**config.mk**
```make
export PLATFORM = sky130hd
export DESIGN_NAME = dual_stack_shared_memory
export DESIGN_NICKNAME = d
export VERILOG_FILES = /design/src/hw/rtl/dssm_pkg.sv /design/src/hw/rtl/dssm_ctrl.sv /design/src/hw/rtl/dssm_datapath.sv /design/src/hw/rtl/dual_stack_shared_memory.sv
export SDC_FILE = /design/constraint.sdc
export NUM_CORES = 1
export LEC_CHECK = 0
export BUFFER_PORTS_ARGS = -buffer_cell sky130_fd_sc_hd__clkbuf_2
export CORE_UTILIZATION = 50
export DETAILED_ROUTE_END_ITERATION = 7
export PLACE_DENSITY = 0.81
export SLEW_MARGIN = 20
export SYNTH_ARGS = -nofsm -noshare
export SYNTH_HDL_FRONTEND = slang
export SYNTH_SLANG_ARGS = --single-unit
```
**constraint.sdc**
```tcl
create_clock -name aclk -period 2.7 [get_ports aclk]
set_input_delay 0.135 -clock aclk [delete_from_list [all_inputs] [get_ports aclk]]
set_output_delay 0.135 -clock aclk [all_outputs]
set_load 0.02 [all_outputs]
```
**src/hw/rtl/dssm_pkg.sv**
```systemverilog
// shared constants, codes and control types for the dual stack block
package dssm_pkg;

    localparam int DEPTH   = 16;
    localparam int ADDR_W  = $clog2(DEPTH);
    localparam int FILL_W  = $clog2(DEPTH + 1);
    localparam int COUNT_W = 5;
    localparam int DATA_W  = 8;

    typedef enum logic [1:0] {
        KIND_PUSH = 2'd0,
        KIND_POP  = 2'd1,
        KIND_PEEK = 2'd2
    } kind_t;

    typedef enum logic [1:0] {
        ST_OK    = 2'd0,
        ST_FULL  = 2'd1,
        ST_EMPTY = 2'd2
    } status_t;

    typedef struct packed {
        logic accept;    // request taken this cycle, execute it
        logic load_out;  // move the finished result into the output register
    } cmd_t;

endpackage

```
**src/hw/rtl/dssm_ctrl.sv**
```systemverilog
// controller: request sequencing and output register handshake
module dssm_ctrl (
    input  logic          aclk,
    input  logic          aresetn,
    input  logic          s_tvalid,
    output logic          s_tready,
    output logic          m_tvalid,
    input  logic          m_tready,
    output dssm_pkg::cmd_t cmd
);
    import dssm_pkg::*;

    typedef enum logic [1:0] {
        S_IDLE = 2'b01,
        S_EXEC = 2'b10
    } state_t;

    state_t state_reg, state_next;
    logic   out_valid_reg, out_valid_next;
    logic   out_free;

    assign out_free = !out_valid_reg || m_tready;
    assign s_tready = (state_reg == S_IDLE);
    assign m_tvalid = out_valid_reg;

    always_comb begin
        state_next     = state_reg;
        out_valid_next = out_valid_reg;
        cmd.accept     = 1'b0;
        cmd.load_out   = 1'b0;
        if (out_valid_reg && m_tready) begin
            out_valid_next = 1'b0;
        end
        unique case (state_reg)
            S_IDLE: begin
                if (s_tvalid) begin
                    cmd.accept = 1'b1;
                    state_next = S_EXEC;
                end
            end
            S_EXEC: begin
                // memory read data is ready now; wait for a free output slot
                if (out_free) begin
                    cmd.load_out   = 1'b1;
                    out_valid_next = 1'b1;
                    state_next     = S_IDLE;
                end
            end
            default: begin
                state_next = S_IDLE;
            end
        endcase
    end

    always_ff @(posedge aclk) begin
        if (!aresetn) begin
            state_reg     <= S_IDLE;
            out_valid_reg <= 1'b0;
        end else begin
            state_reg     <= state_next;
            out_valid_reg <= out_valid_next;
        end
    end

`ifndef SYNTHESIS
    a_accept_to_exec: assert property (@(posedge aclk) disable iff (!aresetn)
        cmd.accept |=> (state_reg == S_EXEC))
        else $error("accepted request did not move to execute");
    a_load_sets_valid: assert property (@(posedge aclk) disable iff (!aresetn)
        cmd.load_out |=> out_valid_reg)
        else $error("loaded result not presented");
    a_no_overwrite: assert property (@(posedge aclk) disable iff (!aresetn)
        (out_valid_reg && !m_tready) |-> !cmd.load_out)
        else $error("pending word overwritten");
`endif

endmodule

```
**src/hw/rtl/dssm_datapath.sv**
```systemverilog
// datapath: shared byte store, stack fill counters and result register
module dssm_datapath (
    input  logic                          aclk,
    input  logic                          aresetn,
    input  dssm_pkg::cmd_t                cmd,
    input  logic [1:0]                    kind,
    input  logic                          which_stack,
    input  logic [dssm_pkg::DATA_W-1:0]   write_data,
    output logic [dssm_pkg::DATA_W-1:0]   read_data,
    output logic [1:0]                    status,
    output logic [dssm_pkg::COUNT_W-1:0]  lower_count,
    output logic [dssm_pkg::COUNT_W-1:0]  upper_count
);
    import dssm_pkg::*;

    logic [DATA_W-1:0] mem [DEPTH];

    logic [FILL_W-1:0]  lower_fill_reg, lower_fill_next;
    logic [FILL_W-1:0]  upper_fill_reg, upper_fill_next;
    logic [DATA_W-1:0]  mem_rd_reg;
    logic               read_ok_reg;
    status_t            status_reg, status_next;

    logic [DATA_W-1:0]  read_data_reg;
    logic [1:0]         status_out_reg;
    logic [COUNT_W-1:0] lower_count_reg;
    logic [COUNT_W-1:0] upper_count_reg;

    logic [FILL_W-1:0]  sel_fill;
    logic [FILL_W-1:0]  pos;
    logic [FILL_W:0]    total;
    logic [ADDR_W-1:0]  slot;
    logic               is_push, is_pop, is_read;
    logic               full, empty;
    logic               do_write, do_pop, read_ok;

    always_comb begin
        sel_fill = which_stack ? upper_fill_reg : lower_fill_reg;
        is_push  = (kind == KIND_PUSH);
        is_pop   = (kind == KIND_POP);
        is_read  = is_pop || (kind == KIND_PEEK);
        total    = {1'b0, lower_fill_reg} + {1'b0, upper_fill_reg};
        full     = (total >= (FILL_W + 1)'(DEPTH));
        empty    = (sel_fill == '0);
        // push goes to the next free entry, pop and peek use the top entry
        pos      = is_push ? sel_fill : sel_fill - 1'b1;
        slot     = which_stack ? ADDR_W'(DEPTH - 1) - pos[ADDR_W-1:0] : pos[ADDR_W-1:0];
        do_write = cmd.accept && is_push && !full;
        do_pop   = cmd.accept && is_pop && !empty;
        read_ok  = is_read && !empty;
    end

    always_comb begin
        case (kind) inside
            KIND_PUSH:           status_next = full ? ST_FULL : ST_OK;
            KIND_POP, KIND_PEEK: status_next = empty ? ST_EMPTY : ST_OK;
            default:             status_next = ST_OK;
        endcase
    end

    always_comb begin
        lower_fill_next = lower_fill_reg;
        upper_fill_next = upper_fill_reg;
        if (do_write) begin
            if (which_stack) upper_fill_next = upper_fill_reg + 1'b1;
            else             lower_fill_next = lower_fill_reg + 1'b1;
        end else if (do_pop) begin
            if (which_stack) upper_fill_next = upper_fill_reg - 1'b1;
            else             lower_fill_next = lower_fill_reg - 1'b1;
        end
    end

    always_ff @(posedge aclk) begin
        if (do_write) begin
            mem[slot] <= write_data;
        end
        if (cmd.accept) begin
            mem_rd_reg <= mem[slot];
        end
    end

    always_ff @(posedge aclk) begin
        if (!aresetn) begin
            lower_fill_reg <= '0;
            upper_fill_reg <= '0;
        end else begin
            lower_fill_reg <= lower_fill_next;
            upper_fill_reg <= upper_fill_next;
        end
    end

    always_ff @(posedge aclk) begin
        if (cmd.accept) begin
            read_ok_reg <= read_ok;
            status_reg  <= status_next;
        end
        if (cmd.load_out) begin
            read_data_reg   <= read_ok_reg ? mem_rd_reg : '0;
            status_out_reg  <= status_reg;
            lower_count_reg <= COUNT_W'(lower_fill_reg);
            upper_count_reg <= COUNT_W'(upper_fill_reg);
        end
    end

    assign read_data   = read_data_reg;
    assign status      = status_out_reg;
    assign lower_count = lower_count_reg;
    assign upper_count = upper_count_reg;

`ifndef SYNTHESIS
    a_fill_bound: assert property (@(posedge aclk) disable iff (!aresetn)
        total <= (FILL_W + 1)'(DEPTH))
        else $error("stacks hold more entries than the store");
    a_fill_hold: assert property (@(posedge aclk) disable iff (!aresetn)
        !cmd.accept |=> ($stable(lower_fill_reg) && $stable(upper_fill_reg)))
        else $error("fill changed without a request");
    a_full_push: assert property (@(posedge aclk) disable iff (!aresetn)
        (cmd.accept && is_push && full) |=> (status_reg == ST_FULL
            && $stable(lower_fill_reg) && $stable(upper_fill_reg)))
        else $error("push into full store changed state");
`endif

endmodule

```
**src/hw/rtl/dual_stack_shared_memory.sv**
```systemverilog
// top level: two byte stacks sharing one store, stream request and result ports
//
// s_ channel carries one request per word: tuser holds the operation and the
// stack select, tdata the byte to push. m_ channel returns one result word per
// request, in order: tdata holds the read byte and both stack fills after the
// request, tuser the status code.
// Lower stack grows up from entry 0, upper stack grows down from the last
// entry; a push is refused only when both together fill the store.
// The result is registered: an accepted request reads the shared store into a
// register, and the output register is loaded from it once that register is free.
// A new request is taken only after the last one has loaded its result.
// While a result waits on m_tready the block takes the next request and holds
// it finished until the output register frees up.
// Reset (aresetn low, synchronous) empties both stacks and drops m_tvalid;
// store contents are not cleared, and an entry is never returned before being written.
module dual_stack_shared_memory (
    input  logic        aclk,
    input  logic        aresetn,
    input  logic        s_tvalid,
    output logic        s_tready,
    input  logic [7:0]  s_tdata,   // write_data[7:0]
    input  logic [2:0]  s_tuser,   // kind[1:0], which_stack[2]
    output logic        m_tvalid,
    input  logic        m_tready,
    output logic [23:0] m_tdata,   // read_data[7:0], lower_count[12:8], upper_count[17:13]
    output logic [1:0]  m_tuser    // status[1:0]
);
    import dssm_pkg::*;

    cmd_t               cmd;
    logic [DATA_W-1:0]  read_data;
    logic [1:0]         status;
    logic [COUNT_W-1:0] lower_count;
    logic [COUNT_W-1:0] upper_count;

    dssm_ctrl u_ctrl (
        .aclk     (aclk),
        .aresetn  (aresetn),
        .s_tvalid (s_tvalid),
        .s_tready (s_tready),
        .m_tvalid (m_tvalid),
        .m_tready (m_tready),
        .cmd      (cmd)
    );

    dssm_datapath u_datapath (
        .aclk        (aclk),
        .aresetn     (aresetn),
        .cmd         (cmd),
        .kind        (s_tuser[1:0]),
        .which_stack (s_tuser[2]),
        .write_data  (s_tdata),
        .read_data   (read_data),
        .status      (status),
        .lower_count (lower_count),
        .upper_count (upper_count)
    );

    assign m_tdata = {6'd0, upper_count, lower_count, read_data};
    assign m_tuser = status;

endmodule

```
[Word-level counts from Yosys, hierarchy flattened]
Memories as Yosys holds them, arrays and structs flattened. A register that Yosys moved wholly into a read port is not among the register bits.
Cells that the tools add are included.
Word-level totals
  register bits after elaboration: 36
  memory bits (writable): 128
  input bits: 15
  output and inout bits: 28
  word-level logic and storage cells: 74
  memories: 1
Cells by class
  add/subtract/negate cells: 7
  magnitude comparators: 1
  eq/ne operators: 10
  multiplexer cells: 27
  reductions and logical operators: 18
Memories
  u_datapath.mem: depth 16, bits a word 8, read ports 1, clocked after Yosys merged registers in 1, write ports 1, line dssm_datapath.sv:16  | logic [DATA_W-1:0] mem [DEPTH];
Operator list (count)
  two-way mux 5 bit: 9
  adder 5 x 1 -> 5 bit, second input constant: 2
  two-way mux 1 bit: 10
  two-way mux 2 bit: 5
  inequality test 2 bit, second input constant: 5
  subtractor 5 x 1 -> 5 bit, second input constant: 2
  two-way mux 4 bit: 2
  adder 5 x 5 -> 6 bit: 1
  greater-or-equal comparator 6 x 5 -> 1 bit, second input constant: 1
  logical AND 1 bit: 6
  AND reduction 3 bit: 2
  logical NOT 5 bit: 1
  equality test 2 x 1 -> 1 bit, second input constant: 2
  equality test 2 bit, second input constant: 2
  case mux 2 bit (2 select lines): 1
  subtractor 4 x 1 -> 4 bit, second input constant: 1
  subtractor 4 bit, first input constant: 1
  logical NOT 1 bit: 3
  logical NOT 2 bit: 1
  logical OR 1 bit: 2
  inequality test 2 x 1 -> 1 bit, second input constant: 1
  AND reduction 2 bit: 1
  nonzero test 2 bit: 1
  OR reduction 2 bit: 1

[Longest topological paths before layout]
  word-level depth: 6
  mapped depth: 13
  gate-level depth less buffers: 13

[Hierarchy]
Synthesis repeated with hierarchy kept, for this count alone.
Unflattened totals
  cells, all modules: 612
  area, all modules: 7858.8 um2
Modules (own cells, without submodules)
  dssm_datapath: times used 1, cells an instance 593, area each 7683.6 um2, seq. area each 4974.8 um2
  dssm_ctrl: times used 1, cells an instance 12, area each 126.4 um2, seq. area each 60.1 um2
  dual_stack_shared_memory: times used 1, cells an instance 7, area each 48.8 um2, seq. area each 0.0 um2

[Worst setup path before layout]
Ideal clock, no wire load.
  path type: register to register
  start point: register u_ctrl.state_reg[0]
  end point: register u_datapath.upper_fill_reg[4]
  library setup time: 0.115 ns
  data arrival time: 2.730 ns
  data required time: 2.585 ns
  slack: -0.145 ns
  stages on the path, launching flop included: 12
  path buffers: 1
  clock period less this slack: 2.845 ns
  cells stage by stage: dfxtp_1 -> nor2b_1 -> and2_1 -> buf_2 -> nand4_2 -> fa_1 -> a21o_1 -> a21oi_1 -> and3b_1 -> o21ai_1 -> xnor2_1 -> and2_1
RTL lines
  start, declared: line dssm_ctrl.sv:18  | state_t state_reg, state_next;
  start signal, assigned: line dssm_ctrl.sv:60  | state_reg <= state_next;
  end signal, assigned: line dssm_datapath.sv:88  | upper_fill_reg <= upper_fill_next;
  end, declared: line dssm_datapath.sv:19  | logic [FILL_W-1:0] upper_fill_reg, upper_fill_next;

[Final worst setup path]
  start point: register u_datapath.lower_fill_reg[1]
  end point: register u_datapath.upper_fill_reg[4]
Between the ends
  cells in the longest elaborated chain, start to end: 6
  elaborated cells between the ends (all ways): 13
  classes of those cells: add/sub (1); order compare (1); eq/ne (2); mux (2); reduce/logical (7)
Ends and longest elaborated chain
  start, declared: line dssm_datapath.sv:18  | logic [FILL_W-1:0] lower_fill_reg, lower_fill_next;
  start signal, assigned: line dssm_datapath.sv:87  | lower_fill_reg <= lower_fill_next;
  adder 5 x 5 -> 6 bit / two-way mux 5 bit (equally long branches): line dssm_datapath.sv:42, dssm_datapath.sv:38
  greater-or-equal comparator 6 x 5 -> 1 bit / logical NOT 5 bit (equally long branches): line dssm_datapath.sv:43, dssm_datapath.sv:44
  logical NOT 1 bit (on tied branches): line dssm_datapath.sv:48, dssm_datapath.sv:49
  logical AND 1 bit (on tied branches): line dssm_datapath.sv:48, dssm_datapath.sv:49
  inequality test 2 bit (no line) / nonzero test 2 bit (equally long branches)
  AND reduction 3 bit (no line)
Parallel ways exist; a longest one is shown, timed or not.
A chain may end at the register's enable or synchronous reset.

==> results by stage <==
Status:
- The run finished with clean final reports.

Placement:
- The congestion estimate from routability-driven global placement came to approximately 0.86.
- Port buffering added 36 buffers.
- After legalization and detailed placement, the total HPWL measured between 9000 and 10,000 µm.
- The worst setup slack after placement is -0.04853 ns.

Logic synthesis:
- After synthesis, the netlist uses 40 different library cells.
- The synthesized cell area is between 0.007 and 0.008 mm².
- The Yosys step of the flow raised 0 warnings.
- The post-synthesis register bit count is between 150 and 200.
- The number of standard cells after synthesis is around 470.
- Averaged over all synthesized cells, the footprint is about 16 µm².
- Sequential cells were found to cover between 60% and 70% of the synthesized design area.

Timing:
- The final-report max-slew violation count is 0.
- For the pin with the worst max-slew slack, the measured transition is between 0.5 and 0.6 ns.
- The final critical-path setup slack is roughly 0.043 ns.
- Counting I/O delays and the setup requirement, the final critical path takes around 2.7 ns.
- The final critical path takes up 98.40% of the cycle.
- The count of endpoints failing setup in the final report is 0.
- The worst-case headroom to the max-slew limit is about two thirds.
- The maximum clock frequency is about 0.38 GHz.
- For the final routed database, the setup TNS stands at 0 ns.
- Setup repair after global routing could not meet its margin everywhere.
- The number of failing hold endpoints at the final stage is 0.
- The setup clock skew after layout is 0.007897 ns.

Power and ir drop:
- The share of total power dissipated in the clock network is around 37%.
- Across the VDD grid, the largest voltage drop is 0.4574 mV.
- Combinational logic is responsible for roughly 14% of the overall power.
- In this run, flip-flops and latches consume 48.4% of the power.
- The analysis attributes to net switching a power of around 1500 µW.
- The internal power summed over all cells is between 4000 and 5000 µW.
- The final total power is between 6000 and 7000 µW.
- The cell leakage power is ~0.0035 µW.
- The power density over cell area is approximately 700 mW/mm².
- The switching part of the total power is 24.71%.

Finish:
- The number of diodes is 0.
- Leaving out fill and tap cells, the most frequent cell in the layout is sky130_fd_sc_hd__edfxtp_1.
- In the final design database the tool counted approximately 580 nets.
- Relative to the synthesized area, the layout overhead comes to 19.23%.
- Of the cells placed in the final design, the portion with a size suffix greater than 1 is between 20% and 30%.
- The filler cells instantiated in the layout total just over 1,000.
- Leaving out fill and tap cells, the most frequent cells in the layout are sky130_fd_sc_hd__edfxtp_1 (159), sky130_fd_sc_hd__mux2i_1 (118), sky130_fd_sc_hd__buf_4 (44), sky130_fd_sc_hd__clkbuf_2 (36), sky130_fd_sc_hd__nor2_1 (23).
- The register with the most flip-flops in the layout has approximately 130 of them.

Clock network:
- The number of clock buffers added by TritonCTS is 17.
- The clock drives 172 sinks.
- The clock slew seen by the registers of the worst setup and hold paths is around 0.060 ns.
- The buffer depth of the longest clock path is 2.
- The insertion delay of the later-clocked pin in the worst-skew pair is about 0.43 ns.
- In this run, post-CTS hold repair placed 0 buffers.
- TritonCTS built the clock tree.
- In this run the clock root is driven by a sky130_fd_sc_hd__clkbuf_16.
- The H-tree was split into 4 levels.

Critical path:
- Traced cell by cell, the critical path runs through ha_1 > and4_1 > o21ai_2 > nand4_4 > buf_4 > ha_4 > a21o_1 > a21oi_2 > and3b_1 > o21ai_1 > xnor2_1 > and2_1.
- The data arrival time of the critical path is just under 3 ns.
- The critical setup path kind is flop to flop.
- The worst setup path is captured at a flop.
- The worst setup path is launched from a flop.
- The worst path buffer plus inverter count is 1.
- Along the worst path, the maximum fanout reaches 7.
- Grouping stages by cell kind, the critical path spends the most delay in simple AND/OR/NAND/NOR gates.
- For this run, the slowest stage of the critical path takes roughly 0.33 ns.
- The slowest cell on the critical path is sky130_fd_sc_hd__dfxtp_2.
- The data required time at the worst endpoint is 3.03 ns.

Floorplanning:
- The initial utilization of the core area, before any placement, comes to 50.92%.
- After floorplanning, the core was sized to cover around 0.014 mm².
- The die covers approximately 0.015 mm².
- The I/O pin total is 43.
- In this run the horizontal extent of the chip is 123.4 µm.
- The die is between 100 and 150 µm tall.
- The initialized floorplan defines 44 standard-cell rows.

Routing:
- The pre-antenna-repair detailed-routing pass consisted of 4 iterations.
- The final route contains 4,139 vias.
- Using the TritonRoute via totals, the vias-per-cell ratio works out to 5.533.
- In the routed design, unresolved DRC markers number 0.
- The count of antenna-violating nets left after detailed routing is 0.
- After detailed routing, the average wire length per cell comes to 19.41 µm.
- The initial DRC count is between 200 and 300.
- Summed over all layers, the routed wires come to 14,520 µm.

Global route:
- The number of antenna violations at the first check in global routing came to 0.
- After global routing the overflow that remains totals 0.
- Entering global routing, the biggest net connects 27 pins.
- Global routing used around 20% of the available tracks.
- The number of global-route vias before repair was 4,061.
- The first global-routing pass estimated roughly 22,000 µm of wire.

Flow run:
- Across the run, the number of max-cap violations was 0.

Worst hold path:
- The type of the most critical hold path is input pin to flop.
[power by group through the flow]
stage          Sequential (µW)  Clock (µW)  Combinational [µW]
2_1_floorplan             3050           0                 570
3_3_place_gp              3040           0                 793
3_5_place_dp              3050           0                 824
4_1_cts                   2990        2320                 837
5_1_grt                   2990        2440                 961
6_report                  2990        2300                 897
[through the flow]
stage,hold slack [ns],instances,cell area (µm²),utilization (%)
finish,0.03785,748,8791,60.72
global route,0.05764,748,8791,60.72
CTS,0.02760,743,8630,59.60
detailed placement,0.4066,711,8075,55.77
global placement,0.4027,711,8075,55.77
floorplan,0.2339,471,7403,-
[path summary, 6_finish.rpt]
kind | startpoint | to | slack (ns) | cells after the start
setup / recovery | u_datapath.lower_fill_reg[1] | u_datapath.upper_fill_reg[4] | 0.04 | 12
hold / removal | m_tready | u_ctrl.m_tvalid | 0.04 | 3
setup reg to reg | u_datapath.lower_fill_reg[1] | u_datapath.upper_fill_reg[4] | 0.04 | 12
hold reg to reg | u_datapath.status_reg[0] | u_datapath.status[0] | 0.43 | 0
[timing repair]
item	in CTS	in global routing
pin swaps	0	12
gates resized for setup	1	25
endpoints found under the setup margin	2	9
setup buffers	0	5
[worst reg2reg max path, delay by kind of cell (launching register included)]
| kind | cells | cell delay [ns] |
|---|---|---|
| AND/OR/NAND/NOR | 4 | 0.76 |
| adder cells (fa/ha/maj) | 2 | 0.49 |
| flip-flops | 1 | 0.33 |
| AO/OA/AOI/OAI | 4 | 0.60 |
| XOR/XNOR | 1 | 0.13 |
| buffers and inverters | 1 | 0.24 |
[per-layer routing]
layer  wire length (µm)  part of all wire, %  global-route usage, %
met1               6105                   42                  24.83
met2               7201                   50                  32.23
met3                864                  6.0                  5.673
met4                347                  2.4                  9.187
met5                  0                    0                      0
[area by class of cell]
cell class	instances	area [µm²]	area share (%)
clock inverter	13	117.6	1.338
tap	184	230.2	2.619
sequential	172	5039	57.32
timing repair buffer	86	629.4	7.159
multi-input combinational	265	2308	26.26
clock buffer	19	432.9	4.925
inverter	9	33.78	0.3843
[cell usage after synthesis (all sizes together)]
cell | n | share of area (%)
xor2 | 4 | 0.48
dfxtp | 13 | 3.5
buf | 22 | 1.9
o21a | 1 | 0.10
xnor2 | 7 | 0.93
nand2b | 5 | 0.42
nor4 | 2 | 0.17
nor2 | 23 | 1.2
or3 | 2 | 0.17
fa | 2 | 0.54
nor2b | 6 | 0.51
clkbuf | 3 | 0.15
or2 | 1 | 0.085
o21ai | 13 | 0.88
o32a | 1 | 0.14
nor3b | 1 | 0.10
nand2 | 15 | 0.76
and3b | 1 | 0.12
o211ai | 1 | 0.17
a21oi | 7 | 0.58
conb | 1 | 0.051
and2 | 14 | 1.2
mux2i | 122 | 17
and4 | 1 | 0.12
mux2 | 1 | 0.20
a21boi | 4 | 0.41
o211a | 1 | 0.14
inv | 9 | 0.46
nand3 | 5 | 0.34
nor3 | 1 | 0.068
edfxtp | 159 | 65
ha | 13 | 2.2
nand4 | 1 | 0.17
a21o | 4 | 0.41
[logic make-up (layout without fill, tap and decap cells)]
group,count (synthesis),after routing,share of synthesized area (%)
xor+xnor,11,11,1.408
fa+ha+maj,15,15,2.749
mux,123,123,16.77
flops,172,172,68.28
compound gates,32,32,2.817
simple gates,78,78,5.396
buf+inv,34,127,2.528
other cells,1,6,0.05086
(Power assumes the default switching activity.)
